**config.mk**
```make
export PLATFORM = sky130hd
export DESIGN_NAME = peeu_ctrl
export DESIGN_NICKNAME = d
export VERILOG_FILES = /design/src/hdl/peeu_pkg.sv /design/src/hdl/peeu_ctrl.sv
export SDC_FILE = /design/constraint.sdc
export NUM_CORES = 1
export LEC_CHECK = 0
export ABC_AREA = 1
export BUFFER_PORTS_ARGS = -buffer_cell sky130_fd_sc_hd__clkbuf_2
export CAP_MARGIN = 20
export CORE_AREA = 2 2 39 41
export DETAILED_ROUTE_END_ITERATION = 8
export DIE_AREA = 0 0 41 43
export GPL_ROUTABILITY_DRIVEN = 0
export PLACE_DENSITY_LB_ADDON = 0.1
export SLEW_MARGIN = 0
export SYNTH_ARGS = -nofsm -noshare
export SYNTH_HDL_FRONTEND = slang
export SYNTH_SLANG_ARGS = --single-unit
```
**constraint.sdc**
```tcl
create_clock -name clk -period 3.3 [get_ports clk]
set_clock_uncertainty 0.2 [all_clocks]
set_input_delay 0.825 -clock clk [delete_from_list [all_inputs] [get_ports clk]]
set_output_delay 0.825 -clock clk [all_outputs]
set_load 0.005 [all_outputs]
```
**src/hdl/peeu_pkg.sv**
```systemverilog
// ============================================================================
// peeu_pkg
// Shared types and constants for the command-unlocked cartridge EEPROM.
// ============================================================================
`default_nettype none

package peeu_pkg;

    // bus access codes
    typedef enum logic [1:0] {
        OP_READ_LONG  = 2'd0,
        OP_READ_WORD  = 2'd1,
        OP_WRITE_WORD = 2'd2,
        OP_WRITE_LONG = 2'd3
    } op_t;

    // command mode
    typedef enum logic [1:0] {
        MODE_NONE     = 2'd0,
        MODE_PROD_ID  = 2'd1,
        MODE_WRITE_EN = 2'd2
    } mode_t;

    // unlock sequence phase
    typedef enum logic [1:0] {
        PH_IDLE = 2'd0,
        PH_ONE  = 2'd1,
        PH_TWO  = 2'd2
    } phase_t;

    // controller states
    typedef enum logic [2:0] {
        ST_CLEAR,
        ST_IDLE,
        ST_REDUCE,
        ST_ACCESS,
        ST_RESULT
    } state_t;

    // controller to datapath
    typedef struct packed {
        logic clear_step;
        logic capture;
        logic reduce;
        logic access;
        logic out_load;
    } cmd_t;

    // datapath to controller
    typedef struct packed {
        logic clear_done;
        logic is_read;
        logic out_free;
    } status_t;

    // slots addressed by bus address bits 18:2
    localparam int SLOT_BITS  = 17;
    localparam int FULL_SLOTS = 131072;

    localparam logic [23:0] BASE_ADDR     = 24'h800000;
    localparam logic [23:0] ID_ADDR_MFR   = 24'h800000;
    localparam logic [23:0] ID_ADDR_DEV   = 24'h800004;
    localparam logic [23:0] UNLOCK_ADDR_A = 24'(BASE_ADDR + 24'(4 * 24'h5555));
    localparam logic [23:0] UNLOCK_ADDR_B = 24'(BASE_ADDR + 24'(4 * 24'h2AAA));
    localparam logic [23:0] LONG_MASK     = 24'hFFFFFC;

    localparam logic [7:0]  ID_MFR        = 8'h1F;
    localparam logic [7:0]  ID_DEV        = 8'hD5;
    localparam logic [7:0]  ERASED_BYTE   = 8'hFF;

    localparam logic [15:0] UNLOCK_DATA_1 = 16'h00AA;
    localparam logic [15:0] UNLOCK_DATA_2 = 16'h0055;
    localparam logic [15:0] CMD_PROD_ID   = 16'h0090;
    localparam logic [15:0] CMD_WRITE_EN  = 16'h00A0;

endpackage

`default_nettype wire

```
**src/hdl/peeu_ctrl.sv**
```systemverilog
// ============================================================================
// peeu_ctrl
// Sequencer: clearing pass after reset, then capture, slot reduction,
// store access and result handoff for one bus transaction at a time.
// ============================================================================
`default_nettype none

module peeu_ctrl #(
    parameter int STORE_DEPTH = 131072
) (
    input  wire                 clk,
    input  wire                 rst_n,
    input  wire                 in_valid,
    output logic                in_ready,
    input  peeu_pkg::status_t   status,
    output peeu_pkg::cmd_t      cmd
);

    // compare-and-subtract steps that bring a 17-bit slot below the depth
    localparam int RED_STEPS =
        $clog2((peeu_pkg::FULL_SLOTS + STORE_DEPTH - 1) / STORE_DEPTH);
    localparam int STEP_W    = (RED_STEPS > 1) ? $clog2(RED_STEPS) : 1;
    localparam int LAST_STEP = (RED_STEPS > 0) ? RED_STEPS - 1 : 0;

    peeu_pkg::state_t   state_reg;
    peeu_pkg::state_t   state_next;
    logic [STEP_W-1:0]  step_reg;
    logic [STEP_W-1:0]  step_next;

    // state and step counter
    always_ff @(posedge clk or negedge rst_n)
    begin
        if (!rst_n)
        begin
            state_reg <= peeu_pkg::ST_CLEAR;
            step_reg  <= '0;
        end
        else
        begin
            state_reg <= state_next;
            step_reg  <= step_next;
        end
    end

    // next state
    always_comb
    begin
        state_next = state_reg;
        step_next  = step_reg;
        case (state_reg)
            peeu_pkg::ST_CLEAR:
            begin
                if (status.clear_done)
                    state_next = peeu_pkg::ST_IDLE;
            end
            peeu_pkg::ST_IDLE:
            begin
                step_next = '0;
                if (in_valid)
                    state_next = (RED_STEPS > 0) ? peeu_pkg::ST_REDUCE
                                                 : peeu_pkg::ST_ACCESS;
            end
            peeu_pkg::ST_REDUCE:
            begin
                step_next = step_reg + STEP_W'(1);
                if (step_reg == STEP_W'(LAST_STEP))
                    state_next = peeu_pkg::ST_ACCESS;
            end
            peeu_pkg::ST_ACCESS:
            begin
                state_next = status.is_read ? peeu_pkg::ST_RESULT : peeu_pkg::ST_IDLE;
            end
            peeu_pkg::ST_RESULT:
            begin
                if (status.out_free)
                    state_next = peeu_pkg::ST_IDLE;
            end
            default:
            begin
                state_next = peeu_pkg::ST_IDLE;
            end
        endcase
    end

    // command outputs
    always_comb
    begin
        cmd      = '0;
        in_ready = 1'b0;
        case (state_reg)
            peeu_pkg::ST_CLEAR:  cmd.clear_step = 1'b1;
            peeu_pkg::ST_IDLE:
            begin
                in_ready    = 1'b1;
                cmd.capture = in_valid;
            end
            peeu_pkg::ST_REDUCE: cmd.reduce = 1'b1;
            peeu_pkg::ST_ACCESS: cmd.access = 1'b1;
            peeu_pkg::ST_RESULT: cmd.out_load = status.out_free;
            default:             cmd = '0;
        endcase
    end

endmodule

`default_nettype wire

```
==> impl_metrics.xml <==
<?xml version="1.0" encoding="UTF-8"?>
<metrics>
  <group name="clocking">
    <metric name="worst_setup_hold_path_clk_slew" unit="ps">40</metric>
    <metric name="cts-hold-fix-buffers" unit="">0</metric>
    <metric name="cts-htree-levels" unit="">1</metric>
    <metric name="cts_resized" unit="">0</metric>
    <metric name="postCtsSetupRepairBufs" unit="">0</metric>
    <metric name="tritoncts_clock_tree" unit="">done</metric>
    <metric name="cts_root_buf" unit="">clkbuf_4</metric>
    <metric name="cts.sink_count" unit="">4</metric>
    <metric name="tritoncts.num_buffers" unit="">3</metric>
    <metric name="clock_tree.buffer_depth" unit="">2</metric>
    <metric name="clk_latency" unit="ps">230</metric>
  </group>
  <group name="floorplan">
    <metric name="num_io_pins" unit="">12</metric>
    <metric name="die_h" unit="um">43</metric>
    <metric name="floorplan.core_area" unit="mm2">0.00138</metric>
    <metric name="core.rowCount" unit="">14</metric>
    <metric name="chipWidth" unit="um">41</metric>
    <metric name="design.die.area" unit="mm2">0.00176</metric>
    <metric name="start_util" unit="%">17.2</metric>
  </group>
  <group name="detailed_routing">
    <metric name="via_count" unit="">250</metric>
    <metric name="post_drt_wl_per_cell" unit="um">8.31</metric>
    <metric name="final_antenna_net_count" unit="">0</metric>
    <metric name="drt_pre_antenna_iters" unit="">2</metric>
    <metric name="remaining_drc_errors" unit="">0</metric>
    <metric name="drt_iter0_markers" unit="">1</metric>
    <metric name="routed_wirelength" unit="um">532</metric>
    <metric name="vias_per_cell" unit="">3.91</metric>
  </group>
  <group name="sta">
    <metric name="grt_setup_unrepaired" unit="">no</metric>
    <metric name="layout_worst_path_cycle_share" unit="%">69.2</metric>
    <metric name="final.setup.tns" unit="ps">0</metric>
    <metric name="setup_slack" unit="ps">1020</metric>
    <metric name="timing.slew.headroom" unit="%">85.0</metric>
    <metric name="timing.final.setup_violations" unit="">0</metric>
    <metric name="fin_crit" unit="ps">2280</metric>
    <metric name="hold_violations" unit="">0</metric>
    <metric name="worst_pin_slew" unit="ps">223</metric>
    <metric name="maximum_operating_frequency" unit="MHz">438</metric>
    <metric name="final_max_slew_viols" unit="">0</metric>
  </group>
  <group name="critical_path">
    <metric name="timing_worst_setup_path_type" unit="">in -&gt; out</metric>
    <metric name="start_kind" unit="">input pin</metric>
    <metric name="setup.reg_to_reg.worst_slack" unit="ps">2070</metric>
    <metric name="critical_path_arrival" unit="ps">1260</metric>
    <metric name="worstRegToRegCells" unit="">6</metric>
    <metric name="regToRegEndpoint" unit="">state_reg[1]</metric>
    <metric name="critical_path.endpoint_type" unit="">primary output</metric>
    <metric name="crit_path_max_fanout" unit="">2</metric>
    <metric name="worst-endpoint-required" unit="ps">2270</metric>
    <metric name="rr_startpoint" unit="">state_reg[0]</metric>
  </group>
  <group name="synth">
    <metric name="postSynthAreaPerCell" unit="um2">6.99</metric>
    <metric name="netlist_area_pre_place" unit="um2">238</metric>
    <metric name="synthesized_instance_count" unit="">34</metric>
    <metric name="synth.net_count" unit="">40</metric>
    <metric name="yosysWarnings" unit="">0</metric>
    <metric name="postSynthRegisterBits" unit="">4</metric>
    <metric name="synth-seq-area-share" unit="%">42.1</metric>
    <metric name="netlist-cell-type-count" unit="">12</metric>
  </group>
  <group name="finish">
    <metric name="number_of_inserted_filler_cells_in_the_final_layout" unit="">166</metric>
    <metric name="layout_nets" unit="">56</metric>
    <metric name="drive_gt1_share" unit="%">35.4</metric>
    <metric name="insertedDiodeCount" unit="">0</metric>
    <metric name="commonest_cells_after_routing_fill_and_taps_aside" unit="">clkbuf_2 (11), nand2_1 (9), inv_1 (5), nand3_1 (4), dfrtp_1 (4)</metric>
    <metric name="syn2layout_area_growth" unit="%">41.1</metric>
    <metric name="utilization" unit="%">24.2</metric>
    <metric name="largest_reg_flops" unit="">3</metric>
    <metric name="final_common_cell" unit="">clkbuf_2</metric>
  </group>
  <group name="power">
    <metric name="pwr_density_cell" unit="mW/mm2">832</metric>
    <metric name="p_leak" unit="uW">0.000211</metric>
    <metric name="worst_ir_drop_vdd" unit="mV">0.189</metric>
  </group>
  <group name="global_route">
    <metric name="globalRouteTotalUtil" unit="%">7.15</metric>
    <metric name="grt_first_pass_wirelength" unit="um">779</metric>
    <metric name="first_global_vias" unit="">230</metric>
    <metric name="grt_max_degree" unit="">7</metric>
    <metric name="globalRouteOverflowTotal" unit="">0</metric>
    <metric name="grt_antenna_before_repair" unit="">0</metric>
  </group>
  <group name="flow_run">
    <metric name="drv.max_cap_violation_count" unit="">0</metric>
  </group>
  <group name="placement">
    <metric name="dp.final_hpwl" unit="um">463</metric>
    <metric name="numPortBuffers" unit="">11</metric>
    <metric name="place_ws" unit="ps">999</metric>
  </group>
  <group name="status">
    <metric name="status" unit="">complete, no violations</metric>
  </group>
  <group name="hold_path">
    <metric name="hold_class" unit="">in -&gt; async</metric>
  </group>
</metrics>
## area by class of cell
| class | instances | area (um2) | share of cell area (%) |
|---|---|---|---|
| clock buffer | 3 | 22.5 | 6.72 |
| sequential | 4 | 100 | 29.9 |
| timing repair buffer | 11 | 55.1 | 16.4 |
| tap | 16 | 20.0 | 5.97 |
| multi-input combinational | 23 | 111 | 33.2 |
| inverter | 7 | 26.3 | 7.84 |
## worst max-delay path: stages
cell,delay [ps]
clkbuf_2,70
inv_1,40
nor4_1,160
clkbuf_2,160
## worst max-delay path by stage
| stage | cells past startpoint | slack (ps) | startpoint | endpoint |
|---|---|---|---|---|
| floorplan | 2 | 1210 | status[0] | cmd[0] |
| global placement | 4 | 1020 | status[0] | cmd[0] |
| detailed placement | 4 | 1000 | status[0] | cmd[0] |
| CTS | 4 | 1000 | status[0] | cmd[0] |
| global route | 4 | 980 | status[0] | cmd[0] |
| finish | 4 | 1020 | status[0] | cmd[0] |
## logic make-up after synthesis
kind of cell	count (synthesis)	synth area share, %
simple gates	22	44.7
buf+inv	7	11.1
flops	4	42.1
compound gates	1	2.10
## synthesized netlist by cell type
cell type / instances / share of area [%]
nand3_1: 4 / 8.4
nor2_1: 3 / 4.7
inv_2: 2 / 3.2
nor3_2: 1 / 4.2
nand4_1: 2 / 5.3
inv_1: 5 / 7.9
nor3_1: 1 / 2.1
o21ai_0: 1 / 2.1
dfrtp_1: 4 / 42
nand2_1: 9 / 14
nand3b_1: 1 / 3.2
nor4_1: 1 / 2.6
## metal layers
metal	GRT usage (%)	wire length [um]
met1	7.14	241
met2	9.69	270
met3	1.57	21
met4	10.0	0
met5	0	0
## where the power goes
group | switching, uW | internal, uW
logic | 76.4 | 52.1
registers | 23.6 | 68.2
clock network | 18.0 | 40.5
total | 118 | 161
## stage by stage
step / power, uW / hold slack [ps] / std cells / cell area [um2]
after global routing: 305 / 192 / 64 / 335
after floorplan: 174 / 260 / 34 / 238
final: 279 / 193 / 64 / 335
after detailed placement: 224 / 317 / 61 / 313
after global placement: 225 / 301 / 61 / 313
after CTS: 287 / 185 / 64 / 335
Power figures use the tool's default switching activity.
